### config.mk
export PLATFORM = sky130hd
export DESIGN_NAME = cwsg_screen_map
export DESIGN_NICKNAME = d
export VERILOG_FILES = /design/src/rtl/cwsg_pkg.sv /design/src/rtl/cwsg_screen_map.sv
export SDC_FILE = /design/constraint.sdc
export NUM_CORES = 2
export LEC_CHECK = 0
export ABC_CLOCK_PERIOD_IN_PS = 20100
export BUFFER_PORTS_ARGS = -buffer_cell sky130_fd_sc_hd__buf_2
export CELL_PAD_IN_SITES_DETAIL_PLACEMENT = 0
export CELL_PAD_IN_SITES_GLOBAL_PLACEMENT = 1
export CORE_MARGIN = 2
export CORE_UTILIZATION = 45
export DETAILED_ROUTE_END_ITERATION = 12
export GPL_ROUTABILITY_DRIVEN = 1
export PLACE_DENSITY = 0.71
export SYNTH_ARGS = -nofsm -noshare
export SYNTH_HDL_FRONTEND = slang
export SYNTH_SLANG_ARGS = --single-unit
### constraint.sdc
create_clock -name i_clk -period 20.1 [get_ports i_clk]
set_input_delay 3.015 -clock i_clk [delete_from_list [all_inputs] [get_ports i_clk]]
set_output_delay 3.015 -clock i_clk [all_outputs]
set_load 0.02 [all_outputs]
### src/rtl/cwsg_pkg.sv
// Shared constants, types and the quarter-wave sine table builder for the curlicue walk.
package cwsg_pkg;

    localparam int PHASE_BITS      = 32;
    localparam int SINE_TABLE_BITS = 10;
    localparam int POS_FRAC_BITS   = 16;
    localparam int COUNT_BITS      = 24;

    localparam int POS_BITS        = 40;
    localparam int ZOOM_BITS       = 32;
    localparam int ZOOM_FRAC_BITS  = 16;
    localparam int SCREEN_BITS     = 16;
    localparam int LIMIT_BITS      = 24;
    localparam int STEP_BITS       = 32;
    localparam int CFG_INDEX_BITS  = 3;
    localparam int CFG_DATA_BITS   = 32;
    localparam int IN_TDATA_BITS   = 8;
    localparam int OUT_TDATA_BITS  = 4 * SCREEN_BITS;

    localparam int TBL_N           = 1 << SINE_TABLE_BITS;
    localparam int ADDR_BITS       = SINE_TABLE_BITS + 1;
    localparam int ENTRY_BITS      = POS_FRAC_BITS + 1;
    localparam int SINE_BITS       = POS_FRAC_BITS + 2;
    localparam int SCREEN_STAGES   = 4;

    localparam logic [63:0] HALF_PI_Q30 = 64'd1686629713;

    // reciprocals ceil(2^43 / (2n(2n+1))), exact floor division for terms below 2^34
    localparam int          TAYLOR_SHIFT = 43;
    localparam logic [63:0] RECIP_6   = 64'(((128'd1 << TAYLOR_SHIFT) + 128'd5) / 128'd6);
    localparam logic [63:0] RECIP_20  = 64'(((128'd1 << TAYLOR_SHIFT) + 128'd19) / 128'd20);
    localparam logic [63:0] RECIP_42  = 64'(((128'd1 << TAYLOR_SHIFT) + 128'd41) / 128'd42);
    localparam logic [63:0] RECIP_72  = 64'(((128'd1 << TAYLOR_SHIFT) + 128'd71) / 128'd72);
    localparam logic [63:0] RECIP_110 = 64'(((128'd1 << TAYLOR_SHIFT) + 128'd109) / 128'd110);
    localparam logic [63:0] RECIP_156 = 64'(((128'd1 << TAYLOR_SHIFT) + 128'd155) / 128'd156);
    localparam logic [63:0] RECIP_210 = 64'(((128'd1 << TAYLOR_SHIFT) + 128'd209) / 128'd210);
    localparam logic [63:0] RECIP_272 = 64'(((128'd1 << TAYLOR_SHIFT) + 128'd271) / 128'd272);

    typedef enum logic [CFG_INDEX_BITS-1:0] {
        CFG_ZOOM       = 3'd0,
        CFG_CENTRE_X   = 3'd1,
        CFG_CENTRE_Y   = 3'd2,
        CFG_PHASE_STEP = 3'd3,
        CFG_ITER_LIMIT = 3'd4
    } t_cfg_index;

    typedef struct packed {
        logic valid;
        logic seg_valid;
        logic last;
        logic restart;
    } t_seg_ctl;

    typedef logic [TBL_N:0][ENTRY_BITS-1:0] t_sine_rom;

    // term / (2n(2n+1)) truncated, by reciprocal multiplication
    function automatic logic [63:0] taylor_div(logic [63:0] term, int n);
        logic [63:0]  m;
        logic [127:0] p;
        case (n)
            1:       m = RECIP_6;
            2:       m = RECIP_20;
            3:       m = RECIP_42;
            4:       m = RECIP_72;
            5:       m = RECIP_110;
            6:       m = RECIP_156;
            7:       m = RECIP_210;
            default: m = RECIP_272;
        endcase
        p = (128'(term) * 128'(m)) >> TAYLOR_SHIFT;
        return p[63:0];
    endfunction

    // sin over a quarter turn, Q30 Taylor series to x^17, rounded to POS_FRAC_BITS
    function automatic t_sine_rom build_sine_rom();
        t_sine_rom          rom;
        logic [63:0]        x;
        logic [63:0]        x2;
        logic [63:0]        term;
        logic signed [63:0] sum;
        logic signed [63:0] r;
        for (int k = 0; k <= TBL_N; k++) begin
            x    = (64'(k) * HALF_PI_Q30) >> SINE_TABLE_BITS;
            x2   = (x * x) >> 30;
            term = x;
            sum  = signed'(x);
            for (int n = 1; n <= 8; n++) begin
                term = (term * x2) >> 30;
                term = taylor_div(term, n);
                if (n % 2 == 1) begin
                    sum = sum - signed'(term);
                end else begin
                    sum = sum + signed'(term);
                end
            end
            if (sum < 0) begin
                sum = 64'sd0;
            end
            r = (sum + (64'sd1 <<< (29 - POS_FRAC_BITS))) >>> (30 - POS_FRAC_BITS);
            if (r > (64'sd1 <<< POS_FRAC_BITS)) begin
                r = 64'sd1 <<< POS_FRAC_BITS;
            end
            rom[k] = r[ENTRY_BITS-1:0];
        end
        return rom;
    endfunction

endpackage

### src/rtl/cwsg_screen_map.sv
// Four-stage zoom, centre offset, truncation and saturation of one walk coordinate.
module cwsg_screen_map (
    input  logic                                    i_clk,
    input  logic                                    i_adv,
    input  logic signed [cwsg_pkg::POS_BITS-1:0]    i_p,
    input  logic                                    i_negate,
    input  logic [cwsg_pkg::ZOOM_BITS-1:0]          i_zoom,
    input  logic signed [cwsg_pkg::SCREEN_BITS-1:0] i_centre,
    output logic signed [cwsg_pkg::SCREEN_BITS-1:0] o_coord
);
    import cwsg_pkg::*;

    localparam int MAG_SPLIT = POS_BITS / 2;
    localparam int LO_BITS   = MAG_SPLIT + ZOOM_BITS;
    localparam int HI_BITS   = (POS_BITS - MAG_SPLIT) + ZOOM_BITS;
    localparam int PROD_BITS = POS_BITS + ZOOM_BITS;
    localparam int QSHIFT    = ZOOM_FRAC_BITS + POS_FRAC_BITS;
    localparam int Q_BITS    = PROD_BITS - QSHIFT;
    localparam int V_BITS    = Q_BITS + 2;
    localparam logic signed [V_BITS-1:0] SAT_MAX = V_BITS'(32767);
    localparam logic signed [V_BITS-1:0] SAT_MIN = -V_BITS'(32768);

    logic [POS_BITS-1:0]   r_mag;
    logic                  r_neg1;
    logic [LO_BITS-1:0]    r_pp_lo;
    logic [HI_BITS-1:0]    r_pp_hi;
    logic                  r_neg2;
    logic [Q_BITS-1:0]     r_q;
    logic                  r_frac;
    logic                  r_neg3;
    logic signed [SCREEN_BITS-1:0] r_coord;

    logic [POS_BITS-1:0]    mag;
    logic [PROD_BITS-1:0]   prod;
    logic signed [V_BITS-1:0] q_ext;
    logic signed [V_BITS-1:0] v;

    always_comb begin
        mag  = i_p[POS_BITS-1] ? (~i_p + 1'b1) : i_p;
        prod = (PROD_BITS'(r_pp_hi) << MAG_SPLIT) + PROD_BITS'(r_pp_lo);
        q_ext = signed'(V_BITS'(r_q));
        if (r_neg3) begin
            v = V_BITS'(i_centre) - q_ext;
            if (v > 0 && r_frac) begin
                v = v - 1'b1;
            end
        end else begin
            v = V_BITS'(i_centre) + q_ext;
            if (v < 0 && r_frac) begin
                v = v + 1'b1;
            end
        end
        if (v > SAT_MAX) begin
            v = SAT_MAX;
        end
        if (v < SAT_MIN) begin
            v = SAT_MIN;
        end
    end

    always_ff @(posedge i_clk) begin
        if (i_adv) begin
            r_mag   <= mag;
            r_neg1  <= i_p[POS_BITS-1] ^ i_negate;
            r_pp_lo <= LO_BITS'(r_mag[MAG_SPLIT-1:0]) * LO_BITS'(i_zoom);
            r_pp_hi <= HI_BITS'(r_mag[POS_BITS-1:MAG_SPLIT]) * HI_BITS'(i_zoom);
            r_neg2  <= r_neg1;
            r_q     <= prod[PROD_BITS-1:QSHIFT];
            r_frac  <= |prod[QSHIFT-1:0];
            r_neg3  <= r_neg2;
            r_coord <= v[SCREEN_BITS-1:0];
        end
    end

    assign o_coord = r_coord;

endmodule

# Yosys cells after proc, flatten, opt, wreduce, memory -nomap -nowiden
# Index checks and enable logic that the tools add are counted.
# totals
output_inout_bits	16
word_cells	32
ff_bits	204
# op_classes
n_bitwise	2
reduce_logical	3
multipliers	2
magnitude_cmp	4
n_addsub	6
n_mux	5
# ops
cell	count
$mux W42	4
$mul A20 B32 Y52	2
$add A72 B52 Y72	1
$add A16 B41 Y42	1
$add A42 B1 Y42 const B	1
$gt A42 B1 Y1 const B	1
$gt A42 B16 Y1 const B	1
$lt A42 B1 Y1 const B	1
$lt A42 B16 Y1 const B	1
$sub A16 B41 Y42	1
$sub A42 B1 Y42 const B	1
$add A40 B1 Y40 const B	1
$not A40 Y40	1
$mux W39	1
$reduce_or A32 Y1	1
$logic_and A1 B1 Y1	2
$xor A1 B1 Y1	1

# Depth between registers and ports, before layout
# logic_depth
word_depth	8
depth_mapped	31
depth_no_buf	30

# Worst setup path before layout
# OpenSTA, ideal clock, no wires.
# synth_path
path_kind	in2reg
from	input i_zoom[8] (netlist name)
to	register r_pp_hi[49] (data pin)
slack_ps	9846
t_arrival_ps	9997
n_path_buf	1
cell_stages	31
path_cell_list	clkbuf_1 > nand2_1 > fa_1 > inv_1 > fa_1 > fa_1 > inv_1 > fa_1 > inv_1 > ha_1 > inv_1 > fa_1 > inv_1 > fa_1 > ha_1 > a21o_1 > a21o_1 > a21oi_1 > a2bb2oi_1 > o311ai_0 > nand3_1 > nand4_1 > a31oi_1 > o31ai_1 > a41o_1 > o211ai_1 > a21boi_0 > o41a_1 > a221o_1 > a21oi_1 > xnor2_1
# synth_via
elab_chain_len	1
# synth_lines
element	line	text
from (decl)	cwsg_screen_map.sv:7	input logic [cwsg_pkg::ZOOM_BITS-1:0] i_zoom,
$mul A20 B32 Y52	cwsg_screen_map.sv:66	r_pp_hi <= HI_BITS'(r_mag[POS_BITS-1:MAG_SPLIT]) * HI_BITS'(i_zoom);
to (signal assigned)	cwsg_screen_map.sv:66	
to (decl)	cwsg_screen_map.sv:26	logic [HI_BITS-1:0] r_pp_hi;
# Every way passes these cells.
# A chain may end at the register's enable or synchronous reset.

# Worst setup path after layout
# Same ends and word-level chain as after synthesis.

==> run_results.csv <==
group,metric,value,unit
run_status,status,"finished, final reports clean",
timing,slew_viol_final,0,
yosys,avgSynthCellArea,8.838,um^2
die,core,125700,um^2
clocking,cts_hold_buffers,0,
global_routing,grt_util_all_layers,26.24,%
flow_run,max-cap-violations,0,
placement,hpwl,128900,um
yosys,synth_edf_count,204,
die,io_pins,107,
clocking,cts_sinks,204,
timing,tns,0,ns
die,fp-row-count,130,
routing,drc,0,
timing,max_clock_freq,0.09191,GHz
setup_path,crit_top_cell,"fa_1",
timing,rsz0062_at_grt,"false",
routing,viasPerCell,5.530,
yosys,ys_warn_count,0,
yosys,syn_inst,6449,
timing,slew_headroom,17.05,%
yosys,yosysMostFrequentCell,"inv_1",
timing,setup_viol,0,
clocking,post_cts.repair.setup_buffers,0,
cells_and_area,areaGrowthSynthToFinish,4.884,%
global_routing,grt_pass1_vias,45931,
routing,firstDrtPassIters,6,
setup_path,cp-start-kind,"primary input",
global_routing,antenna_found_initial,21,
timing,hold_slack,0.4245,ns
setup_path,cp_max_fo,40,
cells_and_area,drive_above_1_share,4.406,%
placement,gp_congestion,0.8959,
setup_path,path_class,"in -> reg",
global_routing,grt_pass1_wl,264500,um
yosys,async_flop_share,0,%
yosys,synth_top_cell_area_share,37.76,%
timing,period_share,54.13,%
clocking,path_clk_slew,0.06,ns
clocking,clkLatencyLatePin,0.62,ns
clocking,cts.path.max_buffers,3,
yosys,yosys-top-cells-area,"fa_1 38%, edfxtp_1 11%, ha_1 9.7%, inv_1 7.6%, nand2_1 6.8%",
yosys,ys_ff_latch,204,
setup_path,slowest_stage,"buf_2",
clocking,cts_tree,"done",
cells_and_area,final_nets,7942,
clocking,cts_made_buffers,25,
yosys,synth_top_area_cell,"fa_1",
timing,min_period,10.88,ns
setup_path,cp_data_arrival_time,11.22,ns
die,initial_utilization,45.33,%
timing,tightest_slew,1.244,ns
cells_and_area,fillers,12347,
routing,first_iter_violations,3449,
cells_and_area,final_util,47.55,%
clocking,cts_max_level,1,
yosys,synthDistinctLibCells,105,
hold_path,min_path_type,"reg -> reg",
clocking,cts_resized,0,
global_routing,grt_max_degree,78,
die,die_h,359.9,um
setup_path,r2r_slack,11.60,ns
clocking,clock-root-buffer,"clkbuf_16",
global_routing,overflow,0,
die,dieArea,129500,um^2
timing,finalHoldViolCount,0,
timing,fin_skew,0.03306,ns
yosys,synth_flop_cell,"edfxtp_1",
setup_path,required,20.44,ns
yosys,ys_seq_area_share,10.75,%
setup_path,cp-end-kind,"flop",
yosys,syn_area,57000,um^2
setup_path,slowest_delay,0.69,ns
routing,avgRoutedWirePerCell,21.00,um
yosys,syn_nets,8055,
routing,drtAntennaViolNets,0,
yosys,synthTopCellsByCount,"1147 x inv_1, 1075 x fa_1, 1029 x nand2_1",
routing,drt_wl_total,168100,um
routing,dr_total_vias,44280,
die,die_x,359.9,um
placement,io_buffers,106,
-- area by class of cell --
class	instances	area, um^2	area share [%]
Multi-Input combinational cell	4770	45280	75.74
Sequential cell	204	6126	10.25
Inverter	1149	4313	7.214
Tap cell	1650	2064	3.453
Timing Repair Buffer	186	1141	1.909
Clock buffer	28	636.9	1.065
Clock inverter	18	215.2	0.3600
Antenna cell	2	5.005	0.008372
-- logic make-up after synthesis --
kind of cell / share of synthesized area (%)
mux: 0.3183
flops: 10.75
simple gates: 18.39
compound gates: 9.185
fa+ha+maj: 47.42
buf+inv: 9.810
xor+xnor: 4.133
-- sequential cells by signal, indices dropped and copies added, names as in the netlist, 16 cells and up --
signal / count
r_q: 40
r_pp_hi: 52
o_coord: 16
r_pp_lo: 52
r_mag: 40
-- cells in the final DEF, fill, tap and decap left out, drive strengths merged, types with 32 or more instances in the layout --
cell type and instances:
or3 32, xor2 62, nor3 82, fa 1075, xnor2 207, edfxtp 204
nand4 36, nand3 92, and3 37, nor2 220, and2 445, nand2 1029
a21oi 228, o21bai 41, o21ai 149, a211oi 42, nor4 50, ha 440
a21o 77, nand2b 42, o211ai 32, buf 186, inv 1151
-- metal layers --
metal	vias up	global-route usage [%]	routed length [um]	share of wire, %
met1	22622	35.60	72550	43
met4	2	7.827	5450	3.2
met2	1370	44.31	80190	48
met3	228	2.785	9909	5.9
li1	20058	-	-	-
met5	-	0	13	0.0077
-- final timing paths --
| check | depth (start not counted) | start | end |
|---|---|---|---|
| max | 31 | i_zoom[8] | r_pp_hi[49] |
| min | 0 | r_neg1 | r_neg2 |
| max reg2reg | 31 | r_mag[22] | r_pp_hi[49] |
| min reg2reg | 0 | r_neg1 | r_neg2 |
-- metrics by stage --
| stage | cells | setup WS (ns) | cell area (um^2) |
|---|---|---|---|
| floorplan | 6449 | 9.846 | 57000 |
| global placement | 7959 | 8.731 | 58930 |
| detailed placement | 7959 | 8.697 | 58930 |
| CTS | 8005 | 9.286 | 59780 |
| global route | 8005 | 8.649 | 59780 |
| finish | 8007 | 9.220 | 59780 |
-- critical path: cells and delay by family --
family	cells	cell delay (ns)
fa+ha+maj	8	3.55
compound gates	13	3.17
buf+inv	6	0.92
simple gates	3	0.47
xor+xnor	1	0.08
Power is left out: the tool's default activity adds up to more than one toggle a clock period on the data nets, which glitch-free logic cannot reach.
