**src/rtl/cwsg_pkg.sv**
```systemverilog
// Shared constants, types and the quarter-wave sine table builder for the curlicue walk.
package cwsg_pkg;

    localparam int PHASE_BITS      = 32;
    localparam int SINE_TABLE_BITS = 10;
    localparam int POS_FRAC_BITS   = 16;
    localparam int COUNT_BITS      = 24;

    localparam int POS_BITS        = 40;
    localparam int ZOOM_BITS       = 32;
    localparam int ZOOM_FRAC_BITS  = 16;
    localparam int SCREEN_BITS     = 16;
    localparam int LIMIT_BITS      = 24;
    localparam int STEP_BITS       = 32;
    localparam int CFG_INDEX_BITS  = 3;
    localparam int CFG_DATA_BITS   = 32;
    localparam int IN_TDATA_BITS   = 8;
    localparam int OUT_TDATA_BITS  = 4 * SCREEN_BITS;

    localparam int TBL_N           = 1 << SINE_TABLE_BITS;
    localparam int ADDR_BITS       = SINE_TABLE_BITS + 1;
    localparam int ENTRY_BITS      = POS_FRAC_BITS + 1;
    localparam int SINE_BITS       = POS_FRAC_BITS + 2;
    localparam int SCREEN_STAGES   = 4;

    localparam logic [63:0] HALF_PI_Q30 = 64'd1686629713;

    // reciprocals ceil(2^43 / (2n(2n+1))), exact floor division for terms below 2^34
    localparam int          TAYLOR_SHIFT = 43;
    localparam logic [63:0] RECIP_6   = 64'(((128'd1 << TAYLOR_SHIFT) + 128'd5) / 128'd6);
    localparam logic [63:0] RECIP_20  = 64'(((128'd1 << TAYLOR_SHIFT) + 128'd19) / 128'd20);
    localparam logic [63:0] RECIP_42  = 64'(((128'd1 << TAYLOR_SHIFT) + 128'd41) / 128'd42);
    localparam logic [63:0] RECIP_72  = 64'(((128'd1 << TAYLOR_SHIFT) + 128'd71) / 128'd72);
    localparam logic [63:0] RECIP_110 = 64'(((128'd1 << TAYLOR_SHIFT) + 128'd109) / 128'd110);
    localparam logic [63:0] RECIP_156 = 64'(((128'd1 << TAYLOR_SHIFT) + 128'd155) / 128'd156);
    localparam logic [63:0] RECIP_210 = 64'(((128'd1 << TAYLOR_SHIFT) + 128'd209) / 128'd210);
    localparam logic [63:0] RECIP_272 = 64'(((128'd1 << TAYLOR_SHIFT) + 128'd271) / 128'd272);

    typedef enum logic [CFG_INDEX_BITS-1:0] {
        CFG_ZOOM       = 3'd0,
        CFG_CENTRE_X   = 3'd1,
        CFG_CENTRE_Y   = 3'd2,
        CFG_PHASE_STEP = 3'd3,
        CFG_ITER_LIMIT = 3'd4
    } t_cfg_index;

    typedef struct packed {
        logic valid;
        logic seg_valid;
        logic last;
        logic restart;
    } t_seg_ctl;

    typedef logic [TBL_N:0][ENTRY_BITS-1:0] t_sine_rom;

    // term / (2n(2n+1)) truncated, by reciprocal multiplication
    function automatic logic [63:0] taylor_div(logic [63:0] term, int n);
        logic [63:0]  m;
        logic [127:0] p;
        case (n)
            1:       m = RECIP_6;
            2:       m = RECIP_20;
            3:       m = RECIP_42;
            4:       m = RECIP_72;
            5:       m = RECIP_110;
            6:       m = RECIP_156;
            7:       m = RECIP_210;
            default: m = RECIP_272;
        endcase
        p = (128'(term) * 128'(m)) >> TAYLOR_SHIFT;
        return p[63:0];
    endfunction

    // sin over a quarter turn, Q30 Taylor series to x^17, rounded to POS_FRAC_BITS
    function automatic t_sine_rom build_sine_rom();
        t_sine_rom          rom;
        logic [63:0]        x;
        logic [63:0]        x2;
        logic [63:0]        term;
        logic signed [63:0] sum;
        logic signed [63:0] r;
        for (int k = 0; k <= TBL_N; k++) begin
            x    = (64'(k) * HALF_PI_Q30) >> SINE_TABLE_BITS;
            x2   = (x * x) >> 30;
            term = x;
            sum  = signed'(x);
            for (int n = 1; n <= 8; n++) begin
                term = (term * x2) >> 30;
                term = taylor_div(term, n);
                if (n % 2 == 1) begin
                    sum = sum - signed'(term);
                end else begin
                    sum = sum + signed'(term);
                end
            end
            if (sum < 0) begin
                sum = 64'sd0;
            end
            r = (sum + (64'sd1 <<< (29 - POS_FRAC_BITS))) >>> (30 - POS_FRAC_BITS);
            if (r > (64'sd1 <<< POS_FRAC_BITS)) begin
                r = 64'sd1 <<< POS_FRAC_BITS;
            end
            rom[k] = r[ENTRY_BITS-1:0];
        end
        return rom;
    endfunction

endpackage

```
**src/rtl/cwsg_position.sv**
```systemverilog
// Walk position accumulator; registers both segment endpoints.
module cwsg_position (
    input  logic                                  i_clk,
    input  logic                                  i_rst_n,
    input  logic                                  i_adv,
    input  cwsg_pkg::t_seg_ctl                    i_ctl,
    input  logic signed [cwsg_pkg::SINE_BITS-1:0] i_cos,
    input  logic signed [cwsg_pkg::SINE_BITS-1:0] i_sin,
    output cwsg_pkg::t_seg_ctl                    o_ctl,
    output logic signed [cwsg_pkg::POS_BITS-1:0]  o_x0,
    output logic signed [cwsg_pkg::POS_BITS-1:0]  o_y0,
    output logic signed [cwsg_pkg::POS_BITS-1:0]  o_x1,
    output logic signed [cwsg_pkg::POS_BITS-1:0]  o_y1
);
    import cwsg_pkg::*;

    logic signed [POS_BITS-1:0] r_pos_x, n_pos_x;
    logic signed [POS_BITS-1:0] r_pos_y, n_pos_y;
    t_seg_ctl                   r_ctl;
    logic signed [POS_BITS-1:0] r_x0, r_y0, r_x1, r_y1;

    logic signed [POS_BITS-1:0] x0, y0, x1, y1;

    always_comb begin
        x0 = i_ctl.restart ? '0 : r_pos_x;
        y0 = i_ctl.restart ? '0 : r_pos_y;
        x1 = x0 + POS_BITS'(i_cos);
        y1 = y0 + POS_BITS'(i_sin);

        n_pos_x = r_pos_x;
        n_pos_y = r_pos_y;
        if (i_adv && i_ctl.valid) begin
            n_pos_x = i_ctl.seg_valid ? x1 : x0;
            n_pos_y = i_ctl.seg_valid ? y1 : y0;
        end
    end

    always_ff @(posedge i_clk) begin
        if (!i_rst_n) begin
            r_pos_x <= '0;
            r_pos_y <= '0;
            r_ctl   <= '0;
        end else begin
            r_pos_x <= n_pos_x;
            r_pos_y <= n_pos_y;
            if (i_adv) begin
                r_ctl <= i_ctl;
            end
        end
    end

    always_ff @(posedge i_clk) begin
        if (i_adv) begin
            r_x0 <= x0;
            r_y0 <= y0;
            r_x1 <= x1;
            r_y1 <= y1;
        end
    end

    assign o_ctl = r_ctl;
    assign o_x0  = r_x0;
    assign o_y0  = r_y0;
    assign o_x1  = r_x1;
    assign o_y1  = r_y1;

endmodule

```
**config.mk**
```make
export PLATFORM = sky130hd
export DESIGN_NAME = cwsg_position
export DESIGN_NICKNAME = d
export VERILOG_FILES = /design/src/rtl/cwsg_pkg.sv /design/src/rtl/cwsg_position.sv
export SDC_FILE = /design/constraint.sdc
export NUM_CORES = 1
export LEC_CHECK = 0
export BUFFER_PORTS_ARGS = -buffer_cell sky130_fd_sc_hd__clkbuf_2
export CORE_MARGIN = 1
export CORE_UTILIZATION = 31
export CTS_CLUSTER_SIZE = 12
export DETAILED_ROUTE_END_ITERATION = 8
export RECOVER_POWER = 25
export SLEW_MARGIN = 20
export SYNTH_ARGS = -nofsm -noshare
export SYNTH_HDL_FRONTEND = slang
export SYNTH_SLANG_ARGS = --single-unit
```
**constraint.sdc**
```tcl
create_clock -name i_clk -period 3.9 [get_ports i_clk]
set_input_delay 0.39 -clock i_clk [delete_from_list [all_inputs] [get_ports i_clk]]
set_output_delay 0.39 -clock i_clk [all_outputs]
set_load 0.01 [all_outputs]
```
==> Word-level counts from Yosys, hierarchy flattened <==
Index checks and enable logic that the tools add are counted.
{ "totals": {"register_bits": 244, "inputBits": 43, "output_inout_bits": 164, "wordCells": 17} }
{ "classes": {"addsub": 2, "n_mux": 4, "reduce_logical": 1} }
{ "ops": {"columns": ["op", "n"], "rows": [
  ["$mux W40", 4],
  ["$add A40 B18 Y40", 2],
  ["$logic_and A1 B1 Y1", 1]
]} }

==> Logic depth before layout (Yosys ltp) <==
{ "depth": {"ltp_word": 3, "mapped_depth": 15, "depth_no_buf": 12} }

==> Worst setup path after synthesis <==
No wires, ideal clock.
{ "synth_timing": {"kind": "input to register", "start": "in i_ctl[0] (netlist bit)", "end": "reg r_x1[34] (netlist: o_x1[34]) (data pin)", "setup_time_ns": 0.270, "t_arrival_ns": 3.768, "required_time_ns": 3.630, "setup_slack_ns": -0.138, "cell_stages": 14, "path_buffers": 2, "cell_sequence": "clkbuf_1 -> clkbuf_1 -> nor2b_1 -> ha_1 -> fa_1 -> a21o_1 -> a31oi_1 -> o32ai_1 -> a41o_1 -> or4b_1 -> a221o_1 -> a22oi_1 -> o21ai_0 -> xor2_1"} }
{ "synth_between": {"elab_chain_len": 2} }
{ "synth_lines": {"columns": ["element", "line_no", "rtl"], "rows": [
  ["start, declared", "cwsg_position.sv:6", "input cwsg_pkg::t_seg_ctl i_ctl,"],
  ["$mux W40", "cwsg_position.sv:25", "x0 = i_ctl.restart ? '0 : r_pos_x;"],
  ["named net x0[0]", "cwsg_position.sv:22", "logic signed [POS_BITS-1:0] x0, y0, x1, y1;"],
  ["$add A40 B18 Y40", "cwsg_position.sv:27", "x1 = x0 + POS_BITS'(i_cos);"],
  ["named net x1[34]", "cwsg_position.sv:22", null],
  ["end signal, assigned", "cwsg_position.sv:56", "r_x1 <= x1;"],
  ["end, declared", "cwsg_position.sv:20", "logic signed [POS_BITS-1:0] r_x0, r_y0, r_x1, r_y1;"]
]} }
The timed path passes the listed nets, and every way through them passes these cells.
A chain may end at the register's enable or synchronous reset.

==> Worst setup path in the final report <==
{ "layout_timing": {"start": "reg r_pos_x[0]", "end": "reg r_pos_x[38]"} }
{ "layout_between": {"elab_chain_len": 3} }
{ "layout_lines": {"columns": ["element", "line_no", "rtl"], "rows": [
  ["start, declared", "cwsg_position.sv:17", "logic signed [POS_BITS-1:0] r_pos_x, n_pos_x;"],
  ["start signal, assigned", "cwsg_position.sv:44", "r_pos_x <= n_pos_x;"],
  ["$mux W40", "cwsg_position.sv:25", null],
  ["named net x0[0]", "cwsg_position.sv:22", null],
  ["$add A40 B18 Y40", "cwsg_position.sv:27", null],
  ["named net x1[38]", "cwsg_position.sv:22", null],
  ["$mux W40", "cwsg_position.sv:33", "n_pos_x = i_ctl.seg_valid ? x1 : x0;"]
]} }
The timed path passes the listed nets, and every way through them passes these cells.

==> flow_metrics.py <==
metrics = {
    "outcome": {
        "status": "finished, violations left",
        "violations": "max-capacitance violations, max-slew violations",
    },
    "logic_synthesis": {
        "syn_area_um2": 12400,
        "ys_ff_latch": 244,
        "synth_edf_count": 160,
        "ys_seq_area_frac": 0.523,
        "syn_avg_cell_area_um2": 10.9,
        "synth_cells": 1141,
        "synth_nets": 1264,
        "synthDistinctLibCells": 57,
        "async_flop_share": 0,
        "yosysWarnings": 0,
        "synth_ff_type": "edfxtp_1",
    },
    "global_route": {
        "grt_pass1_vias": 9360,
        "antenna_found_initial": 0,
        "grt_first_pass_wirelength_mm": 52.1,
        "grt_overflow": 0,
        "grt_max_degree": 72,
        "grt_usage": 0.161,
    },
    "cells_and_area": {
        "area_growth_pct": 21.8,
        "drive_gt1_frac": 0.213,
        "fin_nets": 1471,
        "nFillCells": 3824,
        "antenna_cells": 0,
        "layout.cells.non_filler": 1887,
        "final_util": 0.387,
    },
    "critical_path": {
        "crit_arrival_ns": 4.17,
        "rr_startpoint": "r_pos_x[0]",
        "end_kind": "flop",
        "startpoint_type": "flop",
        "critPathRequiredTime_ns": 4.33,
        "critPathCapture": "r_pos_x[38]",
        "crit-reg2reg-capture": "r_pos_x[38]",
        "critPathKind": "reg2reg",
        "r2r_cells": 13,
        "crit_fanout": 3,
        "critPathLaunch": "r_pos_x[0]",
        "ff2ff_setup_slack_ns": 0.16,
    },
    "die": {
        "placementRows": 72,
        "core_area_um2": 39000,
        "die_area_um2": 40800,
        "initial_core_util": 0.318,
        "die_y_um": 202,
        "die-width_um": 202,
        "ios": 207,
    },
    "pwr": {
        "power_density_nw_per_um2": 428,
        "p_leak_nw": 6.60,
        "ir_drop_mv": 0.283,
    },
    "sta": {
        "finalSetupViolations": 0,
        "rsz0062_at_grt": "no",
        "slew_viol_final": 172,
        "finalHoldViolCount": 0,
        "slew_headroom": -0.356,
        "worst_pin_slew_ns": 2.03,
        "worst_slack_ns": 0.163,
        "clock-skew-final_ns": 0.0217,
        "clock.fmax_mhz": 268,
        "min_period_over_period": 0.958,
        "layout_min_cycle_time_ns": 3.74,
    },
    "cts": {
        "cts_max_level": 1,
        "cts_tree": "yes",
        "insertion_delay_ns": 0.55,
        "cts_setup_buffers": 0,
        "cts.reportedPaths.clkPinSlew_ns": 0.06,
        "cts_sinks": 244,
        "cts_buffer_depth": 3,
        "numCtsBuffers": 28,
        "cts_root_buffer": "clkbuf_16",
    },
    "drt": {
        "first_iter_violations": 503,
        "wl_per_cell_um": 17.6,
        "wl_mm": 33.3,
        "ant_nets": 0,
        "dr.pass1.iters": 5,
        "drc": 0,
        "via_per_inst": 5.03,
        "vias": 9497,
    },
    "hold_path": {
        "hp-class": "in2reg",
        "min_from": "i_ctl[1]",
    },
    "placed_design": {
        "place.gp.congestion": 0.881,
        "dp_slack_ns": -0.121,
        "dp.cells": 1836,
        "port_buffers": 206,
        "dpl.hpwl_mm": 24.2,
    },
    "flow_run": {
        "maxCapViolations": 3,
    },
}
-- flip-flops by register name, indices dropped and copies added, names as in the netlist --
register / flops
o_y0: 40
o_x0: 40
o_x1: 40
r_pos_y: 40
o_ctl: 4
r_pos_x: 40
o_y1: 40
-- timing repair --
item / CTS / global route
setup endpoints to repair: 0 / 4
resized for setup: 0 / 2
hold buffers: 0 / 0
-- power breakdown --
part	switching, W	total, W	internal, W
sequential	0.0000488	0.00296	0.00291
clock	0.00104	0.00276	0.00173
combinational	0.000468	0.000741	0.000273
-- layout by cell type (no fill, tap or decap), types with 22 or more instances in the layout --
master	instances
nor2_1	101
a21o_1	44
edfxtp_1	160
dfxtp_1	84
xor2_1	28
ha_1	78
a22oi_1	42
nand3_1	22
xnor2_1	47
nor2b_1	85
a22o_1	37
o21ai_0	43
nand2_1	62
a21oi_1	80
clkbuf_2	206
buf_4	31
clkbuf_16	29
-- through the flow --
stage	hold WS (ns)	total power [W]	area, um^2	TNS, ns
floorplan	0.441	0.00343	12400	0
global placement	0.453	0.00375	14100	-0.0751
detailed placement	0.456	0.00376	14100	-0.550
CTS	0.0636	0.00656	15100	0
global route	0.0910	0.00674	15100	0
finish	0.0948	0.00646	15100	0
-- synth_stat cells (5+ instances only) --
library cell	n	area (um^2)
o211ai_1	5	37.5
inv_1	18	67.6
nor2_1	102	383
a211oi_1	7	52.6
edfxtp_1	160	4800
mux2i_1	5	50.1
o21bai_1	17	128
nor3_1	5	25.0
a221o_1	5	50.1
o21ai_0	43	215
xor2_1	28	245
a31oi_1	8	50.1
o21a_1	17	128
a22o_1	37	324
dfxtp_1	84	1680
and3_1	6	37.5
xnor2_1	47	412
nand4_1	17	106
a21o_1	44	330
clkbuf_1	64	240
a22oi_1	43	323
a211o_1	6	52.6
nand3_1	22	110
nor2b_1	85	532
ha_1	78	976
nand2_1	62	233
a21oi_1	80	400
-- layout make-up --
type                       count  area, um^2  area share
clock inverter                12         194      0.0128
sequential                   244        6490       0.430
tap                          518         648      0.0429
clock buffer                  39         783      0.0519
inverter                      18        67.6     0.00448
timing repair buffer         243        1310      0.0866
multi-input combinational    813        5610       0.372
-- worst min path at each step --
| stage | end | slack [ns] | cells after the start |
|---|---|---|---|
| finish | o_ctl[1] | 0.09 | 3 |
| global route | o_ctl[1] | 0.09 | 3 |
| CTS | o_ctl[1] | 0.06 | 3 |
| detailed placement | r_pos_y[15] | 0.46 | 1 |
| global placement | r_pos_y[21] | 0.45 | 1 |
| floorplan | r_pos_x[24] | 0.44 | 1 |
-- kinds of logic (layout without fill, tap and decap cells) --
group                    Yosys count  count (layout)  share of synthesized area
AO/OA/AOI/OAI                    338             338                      0.188
XOR/XNOR                          75              75                     0.0530
adder cells (fa/ha/maj)           80              80                     0.0820
buffers and inverters             84             312                     0.0254
flip-flops                       244             244                      0.523
multiplexers                       5               5                    0.00404
AND/OR/NAND/NOR                  315             315                      0.124
-- critical path: stages, from the launching register on --
cell	delay (ns)
dfxtp_1	0.31
nor2b_1	0.14
ha_1	0.23
fa_1	0.40
a21o_1	0.22
a31oi_2	0.27
o32ai_1	0.16
a41o_1	0.31
or4b_1	0.54
a221o_1	0.39
buf_4	0.16
a41oi_2	0.18
xnor2_1	0.10
a22o_1	0.20
-- per-layer routing --
metal,wire length [um],GRT usage,vias up
li1,-,-,4666
met1,14800,0.205,4530
met2,16300,0.280,248
met3,1340,0.0208,53
met4,821,0.0501,0
met5,0,0,-
(Power assumes the default switching activity.)
