## config.mk

```make
export PLATFORM = sky130hd
export DESIGN_NAME = cwsg_heading
export DESIGN_NICKNAME = d
export VERILOG_FILES = /design/src/rtl/cwsg_pkg.sv /design/src/rtl/cwsg_heading.sv
export SDC_FILE = /design/constraint.sdc
export NUM_CORES = 1
export LEC_CHECK = 0
export BUFFER_PORTS_ARGS = -buffer_cell sky130_fd_sc_hd__clkbuf_2
export CORE_MARGIN = 5
export CORE_UTILIZATION = 40
export DETAILED_ROUTE_END_ITERATION = 7
export PLACE_DENSITY_LB_ADDON = 0.2
export SETUP_SLACK_MARGIN = 0.15
export SYNTH_ARGS = -nofsm -noshare
export SYNTH_HDL_FRONTEND = slang
export SYNTH_SLANG_ARGS = --single-unit
```

## constraint.sdc

```tcl
create_clock -name i_clk -period 5.9 [get_ports i_clk]
set_clock_uncertainty 0.1 [all_clocks]
set_input_delay 1.18 -clock i_clk [delete_from_list [all_inputs] [get_ports i_clk]]
set_output_delay 1.18 -clock i_clk [all_outputs]
set_load 0.01 [all_outputs]
```

## src/rtl/cwsg_pkg.sv

```systemverilog
// Shared constants, types and the quarter-wave sine table builder for the curlicue walk.
package cwsg_pkg;

    localparam int PHASE_BITS      = 32;
    localparam int SINE_TABLE_BITS = 10;
    localparam int POS_FRAC_BITS   = 16;
    localparam int COUNT_BITS      = 24;

    localparam int POS_BITS        = 40;
    localparam int ZOOM_BITS       = 32;
    localparam int ZOOM_FRAC_BITS  = 16;
    localparam int SCREEN_BITS     = 16;
    localparam int LIMIT_BITS      = 24;
    localparam int STEP_BITS       = 32;
    localparam int CFG_INDEX_BITS  = 3;
    localparam int CFG_DATA_BITS   = 32;
    localparam int IN_TDATA_BITS   = 8;
    localparam int OUT_TDATA_BITS  = 4 * SCREEN_BITS;

    localparam int TBL_N           = 1 << SINE_TABLE_BITS;
    localparam int ADDR_BITS       = SINE_TABLE_BITS + 1;
    localparam int ENTRY_BITS      = POS_FRAC_BITS + 1;
    localparam int SINE_BITS       = POS_FRAC_BITS + 2;
    localparam int SCREEN_STAGES   = 4;

    localparam logic [63:0] HALF_PI_Q30 = 64'd1686629713;

    // reciprocals ceil(2^43 / (2n(2n+1))), exact floor division for terms below 2^34
    localparam int          TAYLOR_SHIFT = 43;
    localparam logic [63:0] RECIP_6   = 64'(((128'd1 << TAYLOR_SHIFT) + 128'd5) / 128'd6);
    localparam logic [63:0] RECIP_20  = 64'(((128'd1 << TAYLOR_SHIFT) + 128'd19) / 128'd20);
    localparam logic [63:0] RECIP_42  = 64'(((128'd1 << TAYLOR_SHIFT) + 128'd41) / 128'd42);
    localparam logic [63:0] RECIP_72  = 64'(((128'd1 << TAYLOR_SHIFT) + 128'd71) / 128'd72);
    localparam logic [63:0] RECIP_110 = 64'(((128'd1 << TAYLOR_SHIFT) + 128'd109) / 128'd110);
    localparam logic [63:0] RECIP_156 = 64'(((128'd1 << TAYLOR_SHIFT) + 128'd155) / 128'd156);
    localparam logic [63:0] RECIP_210 = 64'(((128'd1 << TAYLOR_SHIFT) + 128'd209) / 128'd210);
    localparam logic [63:0] RECIP_272 = 64'(((128'd1 << TAYLOR_SHIFT) + 128'd271) / 128'd272);

    typedef enum logic [CFG_INDEX_BITS-1:0] {
        CFG_ZOOM       = 3'd0,
        CFG_CENTRE_X   = 3'd1,
        CFG_CENTRE_Y   = 3'd2,
        CFG_PHASE_STEP = 3'd3,
        CFG_ITER_LIMIT = 3'd4
    } t_cfg_index;

    typedef struct packed {
        logic valid;
        logic seg_valid;
        logic last;
        logic restart;
    } t_seg_ctl;

    typedef logic [TBL_N:0][ENTRY_BITS-1:0] t_sine_rom;

    // term / (2n(2n+1)) truncated, by reciprocal multiplication
    function automatic logic [63:0] taylor_div(logic [63:0] term, int n);
        logic [63:0]  m;
        logic [127:0] p;
        case (n)
            1:       m = RECIP_6;
            2:       m = RECIP_20;
            3:       m = RECIP_42;
            4:       m = RECIP_72;
            5:       m = RECIP_110;
            6:       m = RECIP_156;
            7:       m = RECIP_210;
            default: m = RECIP_272;
        endcase
        p = (128'(term) * 128'(m)) >> TAYLOR_SHIFT;
        return p[63:0];
    endfunction

    // sin over a quarter turn, Q30 Taylor series to x^17, rounded to POS_FRAC_BITS
    function automatic t_sine_rom build_sine_rom();
        t_sine_rom          rom;
        logic [63:0]        x;
        logic [63:0]        x2;
        logic [63:0]        term;
        logic signed [63:0] sum;
        logic signed [63:0] r;
        for (int k = 0; k <= TBL_N; k++) begin
            x    = (64'(k) * HALF_PI_Q30) >> SINE_TABLE_BITS;
            x2   = (x * x) >> 30;
            term = x;
            sum  = signed'(x);
            for (int n = 1; n <= 8; n++) begin
                term = (term * x2) >> 30;
                term = taylor_div(term, n);
                if (n % 2 == 1) begin
                    sum = sum - signed'(term);
                end else begin
                    sum = sum + signed'(term);
                end
            end
            if (sum < 0) begin
                sum = 64'sd0;
            end
            r = (sum + (64'sd1 <<< (29 - POS_FRAC_BITS))) >>> (30 - POS_FRAC_BITS);
            if (r > (64'sd1 <<< POS_FRAC_BITS)) begin
                r = 64'sd1 <<< POS_FRAC_BITS;
            end
            rom[k] = r[ENTRY_BITS-1:0];
        end
        return rom;
    endfunction

endpackage

```

## src/rtl/cwsg_heading.sv

```systemverilog
// Angle and segment count recurrence; issues one heading per accepted transaction.
module cwsg_heading (
    input  logic                            i_clk,
    input  logic                            i_rst_n,
    input  logic                            i_take,
    input  logic                            i_adv,
    input  logic                            i_restart,
    input  logic [cwsg_pkg::STEP_BITS-1:0]  i_phase_step,
    input  logic [cwsg_pkg::LIMIT_BITS-1:0] i_limit,
    output cwsg_pkg::t_seg_ctl              o_ctl,
    output logic [cwsg_pkg::PHASE_BITS-1:0] o_heading
);
    import cwsg_pkg::*;

    localparam logic [31:0] COUNT_MAX = 32'((64'd1 << COUNT_BITS) - 64'd1);

    logic [PHASE_BITS-1:0] r_heading, n_heading;
    logic [PHASE_BITS-1:0] r_turn, n_turn;
    logic [COUNT_BITS-1:0] r_count, n_count;
    t_seg_ctl              r_ctl;
    logic [PHASE_BITS-1:0] r_out_heading;

    logic [PHASE_BITS-1:0] cur_heading;
    logic [PHASE_BITS-1:0] cur_turn;
    logic [COUNT_BITS-1:0] cur_count;
    logic [31:0]           lim_ext;
    logic [31:0]           eff_limit;
    logic [31:0]           count_ext;
    logic                  seg_ok;
    logic                  seg_last;

    always_comb begin
        cur_heading = i_restart ? '0 : r_heading;
        cur_turn    = i_restart ? '0 : r_turn;
        cur_count   = i_restart ? '0 : r_count;
        lim_ext     = 32'(i_limit);
        eff_limit   = (lim_ext > COUNT_MAX) ? COUNT_MAX : lim_ext;
        count_ext   = 32'(cur_count);
        seg_ok      = count_ext < eff_limit;
        seg_last    = (count_ext + 32'd1) == eff_limit;

        n_heading = r_heading;
        n_turn    = r_turn;
        n_count   = r_count;
        if (i_take) begin
            n_heading = cur_heading;
            n_turn    = cur_turn;
            n_count   = cur_count;
            if (seg_ok) begin
                n_heading = cur_heading + cur_turn;
                n_turn    = cur_turn + i_phase_step[STEP_BITS-1 -: PHASE_BITS];
                n_count   = cur_count + 1'b1;
            end
        end
    end

    always_ff @(posedge i_clk) begin
        if (!i_rst_n) begin
            r_heading <= '0;
            r_turn    <= '0;
            r_count   <= '0;
            r_ctl     <= '0;
        end else begin
            r_heading <= n_heading;
            r_turn    <= n_turn;
            r_count   <= n_count;
            if (i_adv) begin
                r_ctl.valid     <= i_take;
                r_ctl.seg_valid <= i_take & seg_ok;
                r_ctl.last      <= i_take & seg_ok & seg_last;
                r_ctl.restart   <= i_take & i_restart;
            end
        end
    end

    always_ff @(posedge i_clk) begin
        if (i_adv) begin
            r_out_heading <= cur_heading;
        end
    end

    assign o_ctl     = r_ctl;
    assign o_heading = r_out_heading;

endmodule

```

==> After elaboration in Yosys (flattened, before gate mapping) <==
Cells that the tools add are included.
{ "totals": {"ff_bits": 124, "out_inout_bits": 36} }
{ "classes": {"n_eq_ne": 1, "addsub": 4, "order_cmp": 1, "n_bitwise": 3, "n_mux": 6} }
{ "op_table": {"columns": ["cell", "count"], "rows": [
  ["$mux W32", 4],
  ["$add A32 B32 Y32", 2],
  ["$mux W24", 2],
  ["$add A24 B1 Y25 const B", 1],
  ["$eq A25 B24 Y1", 1],
  ["$add A24 B1 Y24 const B", 1],
  ["$lt A24 B24 Y1", 1],
  ["$and A1 B1 Y1", 3]
]} }

==> Depth between registers and ports, before layout <==
{ "logic_depth": {"ltp_word": 4, "ltp_mapped": 22} }

==> Worst setup path before layout <==
OpenSTA, ideal clock, no wires.
{ "synth_path": {"path_type": "input port to flip-flop", "startpoint": "in i_restart", "endpoint": "reg r_heading[31]", "cell_stages": 20, "required_ns": 5.668, "n_path_buf": 8, "path_slack_ns": -0.045, "t_arrival_ns": 5.713, "path_cell_list": "buf_6 clkbuf_1 clkbuf_1 clkbuf_1 clkbuf_1 clkbuf_1 buf_1 clkbuf_1 nor2b_1 ha_1 maj3_1 a221oi_1 or3_1 a211oi_1 nor2_1 o21ai_1 a221o_1 and3_1 a211oi_1 o32ai_1"} }
{ "synth_via": {"elab_chain_len": 3} }
{ "synth_lines": {"columns": ["element", "line", "text"], "rows": [
  ["from (decl)", "cwsg_heading.sv:7", "input logic i_restart,"],
  ["$mux W32", "cwsg_heading.sv:33", "cur_heading = i_restart ? '0 : r_heading;"],
  ["named net cur_heading[0]", "cwsg_heading.sv:23", "logic [PHASE_BITS-1:0] cur_heading;"],
  ["$add A32 B32 Y32", "cwsg_heading.sv:50", "n_heading = cur_heading + cur_turn;"],
  ["$mux W32", "cwsg_heading.sv:49", "if (seg_ok) begin"],
  ["to (signal assigned)", "cwsg_heading.sv:64", "r_heading <= n_heading;"],
  ["to (decl)", "cwsg_heading.sv:17", "logic [PHASE_BITS-1:0] r_heading, n_heading;"]
]} }
The timed path passes the listed nets, and every way through them passes these cells.
A chain may end at the register's enable or synchronous reset.

==> Final worst setup path <==
{ "layout_path": {"startpoint": "in i_restart", "endpoint": "reg r_turn[31]"} }
{ "layout_via": {"elab_chain_len": 3} }
{ "layout_lines": {"columns": ["element", "line", "text"], "rows": [
  ["$mux W32 or $mux W24 (tied branches)", "cwsg_heading.sv:34, cwsg_heading.sv:35", null],
  ["$add A32 B32 Y32 or $lt A24 B24 Y1 (tied branches)", "cwsg_heading.sv:51, cwsg_heading.sv:39", null],
  ["$mux W32 *", "cwsg_heading.sv:49", null],
  ["to (signal assigned)", "cwsg_heading.sv:65", "r_turn <= n_turn;"],
  ["to (decl)", "cwsg_heading.sv:18", "logic [PHASE_BITS-1:0] r_turn, n_turn;"]
]} }
Mark *: on every way between the ends. The rest lies on a longest branch, timed or not.

==> run_results.csv <==
group,metric,value,unit
run_status,status,"completed",
pwr,powerDensity,210,mW/mm^2
setup_path,reg2reg_from,"r_turn[0]$_SDFFE_PN0P_",
logic_synthesis,ys_ff_latch,124,
setup_path,r2r-end,"r_turn[31]$_SDFFE_PN0P_",
die,dieArea,0.0297,mm^2
grt,grt_pass1_vias,9509,
logic_synthesis,synth_ff_type,"dfxtp_1",
sta,tightest_slew,1.00,ns
logic_synthesis,synth_xor_area_frac,0.0928,
clock_network,cts_tree,"done",
pwr,p_leak,4.77,nW
placement,place.gp.congestion,0.899,
sta,rsz0062_at_grt,"no",
clock_network,hold_buffers,0,
die,num_rows,59,
drt,totalWireLength,31100,um
layout,num_antenna_cells,0,
logic_synthesis,synthArstFlopShare,0,
grt,grt_antenna_before_repair,0,
run,cap_viol_max_count,0,
setup_path,rr_worst_depth,12,
setup_path,end_kind,"flip-flop",
pwr,ir_drop,0.170,mV
clock_network,clock_sinks,124,
clock_network,cts_resized,0,
logic_synthesis,synth_cells,1365,
layout,final_cell_mix,"a21oi_1, nor2_1, clkbuf_2, dfxtp_1, o21ai_0",
drt,drcViolationCount,0,
drt,drt_pre_antenna_iters,7,
logic_synthesis,synth.area.mux_share,0.00960,
sta,tns,0,ns
layout,final_common_cell,"a21oi_1",
logic_synthesis,syn-cell-area,0.0106,mm^2
clock_network,htree_levels,4,
worst_hold_path,min_path_cells,2,
clock_network,cts_setup_buffers,0,
grt,grt_pass1_wl,50100,um
clock_network,clk_latency,0.43,ns
logic_synthesis,avgSynthCellArea,7.73,um^2
pwr,power,2.46,mW
setup_path,rrSetupSlack,1.92,ns
layout,n_fill_cell,2612,
logic_synthesis,synth_top_family_by_area,"compound AO/OA/AOI/OAI gates",
logic_synthesis,synth-compound-area-share,0.270,
die,die_h,172,um
logic_synthesis,synth_adder_area_share,0.0723,
placement,numPortBuffers,96,
logic_synthesis,synth_cell_types,80,
setup_path,worstPathArrival,4.93,ns
worst_hold_path,hold_end,"r_heading[16]$_SDFFE_PN0P_",
logic_synthesis,synth_nets,1483,
sta,fmax,214,MHz
grt,overflow,0,
drt,viasPerCell,5.86,
clock_network,cts-root-buf,"clkbuf_16",
setup_path,cp.required,6.15,ns
die,io_pins,97,
logic_synthesis,synth-simple-area-share,0.229,
sta,relSlewSlack,0.331,
drt,num_vias,10200,
sta,finalSetupViolCount,0,
die,die_w,172,um
grt,grt_max_degree,84,
logic_synthesis,synth_edf_count,32,
logic_synthesis,yosysWarnings,0,
layout,drive_gt1_frac,0.117,
drt,ant_nets,0,
logic_synthesis,yosysSeqAreaShare,0.265,
clock_network,clockBufferDepth,2,
grt,grtUsageTotal,0.207,
layout,area_growth,11.3,%
clock_network,numCtsBuffers,17,
setup_path,crit_type,"in2reg",
die,start_util,0.405,
worst_hold_path,hp-class,"reg2reg",
clock_network,clk_pin_slew,0.06,ns
sta,min_period_over_period,0.793,
setup_path,crit_fanout,57,
sta,hold_viol,0,
die,core-area,0.0261,mm^2
setup_path,start_kind,"primary input",
drt,drt_iter0_markers,785,
layout,nets,1503,
drt,post_drt_wl_per_cell,18.0,um
worst_hold_path,min_from,"r_heading[16]$_SDFFE_PN0P_",
sta,report.final.slew_viol_count,0,
sta,min_period,4.68,ns
placement,dpl.hpwl,22000,um
[stage by stage]
stage / utilization / cells / worst slack (ns) / hold WS, ns / area, um^2
2_1_floorplan: - / 1365 / 0.151 / 0.325 / 10600
3_5_place_dp: 0.429 / 1701 / 0.909 / 0.342 / 11200
5_1_grt: 0.451 / 1733 / 0.947 / 0.384 / 11800
3_3_place_gp: 0.429 / 1701 / 0.985 / 0.335 / 11200
6_report: 0.451 / 1733 / 1.22 / 0.344 / 11800
4_1_cts: 0.451 / 1733 / 1.32 / 0.350 / 11800
[worst max-delay path, stage by stage]
cell	delay, ns
buf_6	0.22
nor2b_1	0.23
ha_1	0.25
o221ai_1	0.15
o221ai_2	0.29
o221ai_1	0.18
a2111o_1	0.50
a2111oi_1	0.77
nor3_1	0.18
nor4b_1	0.36
o21ai_0	0.17
a31o_2	0.25
o211ai_1	0.17
[synth_stat cells, types with 23 or more instances]
library cell  number  area share
a21o_1            27       0.019
a21oi_1          138       0.065
a22oi_1           29       0.021
a31oi_1           23       0.014
clkbuf_1          84       0.030
dfxtp_1           92        0.17
edfxtp_1          32       0.091
ha_1              57       0.068
inv_1             58       0.021
nand2_1           80       0.028
nand3_1           40       0.019
nand4_1           28       0.017
nor2_1            96       0.034
nor2b_1           81       0.048
o21ai_0           87       0.041
xnor2_1           81       0.067
xor2_1            29       0.024
[routing by layer]
metal	wire length, um	GRT usage
met1	15300	0.302
met2	13600	0.317
met3	1490	0.0306
met4	671	0.0605
met5	0	0
[registers in the layout, summed over array words and instances (netlist names)]
register / count
r_heading: 32
o_ctl: 4
o_heading: 32
r_turn: 32
r_count: 24
[worst max path at each step]
| stage | slack [ns] | start | depth (start not counted) | endpoint |
|---|---|---|---|---|
| final | 1.22 | i_restart | 13 | r_turn[31]$_SDFFE_PN0P_ |
| after global routing | 0.95 | i_restart | 13 | r_turn[31]$_SDFFE_PN0P_ |
| after CTS | 1.32 | i_restart | 14 | o_ctl[1]$_SDFFE_PN0P_ |
| after detailed placement | 0.91 | i_restart | 14 | o_ctl[1]$_SDFFE_PN0P_ |
| after global placement | 0.98 | i_restart | 14 | r_heading[26]$_SDFFE_PN0P_ |
| after floorplan | 0.15 | i_restart | 20 | r_heading[31]$_SDFFE_PN0P_ |
[kinds of logic (layout without fill, tap and decap cells)]
family          Yosys count  in the layout
fa+ha+maj                62             62
xor+xnor                111            111
mux                      10             10
buf+inv                 167            200
simple gates            446            446
flops                   124            124
compound gates          445            445
[where the power goes]
part	switching (mW)	leakage, nW	internal, mW
logic	0.268	3.41	0.181
clock network	0.428	0.276	0.622
registers	0.0532	1.08	0.911
total	0.749	4.77	1.71
[cell type report]
class	count	area, um^2	area share
multi-input combinational	1074	7130	0.606
sequential	124	2800	0.238
timing repair buffer	109	609	0.0518
clock buffer	18	429	0.0365
tap	335	419	0.0357
inverter	59	221	0.0188
clock inverter	14	146	0.0125
Note: power is estimated with default switching activity, not from simulation.
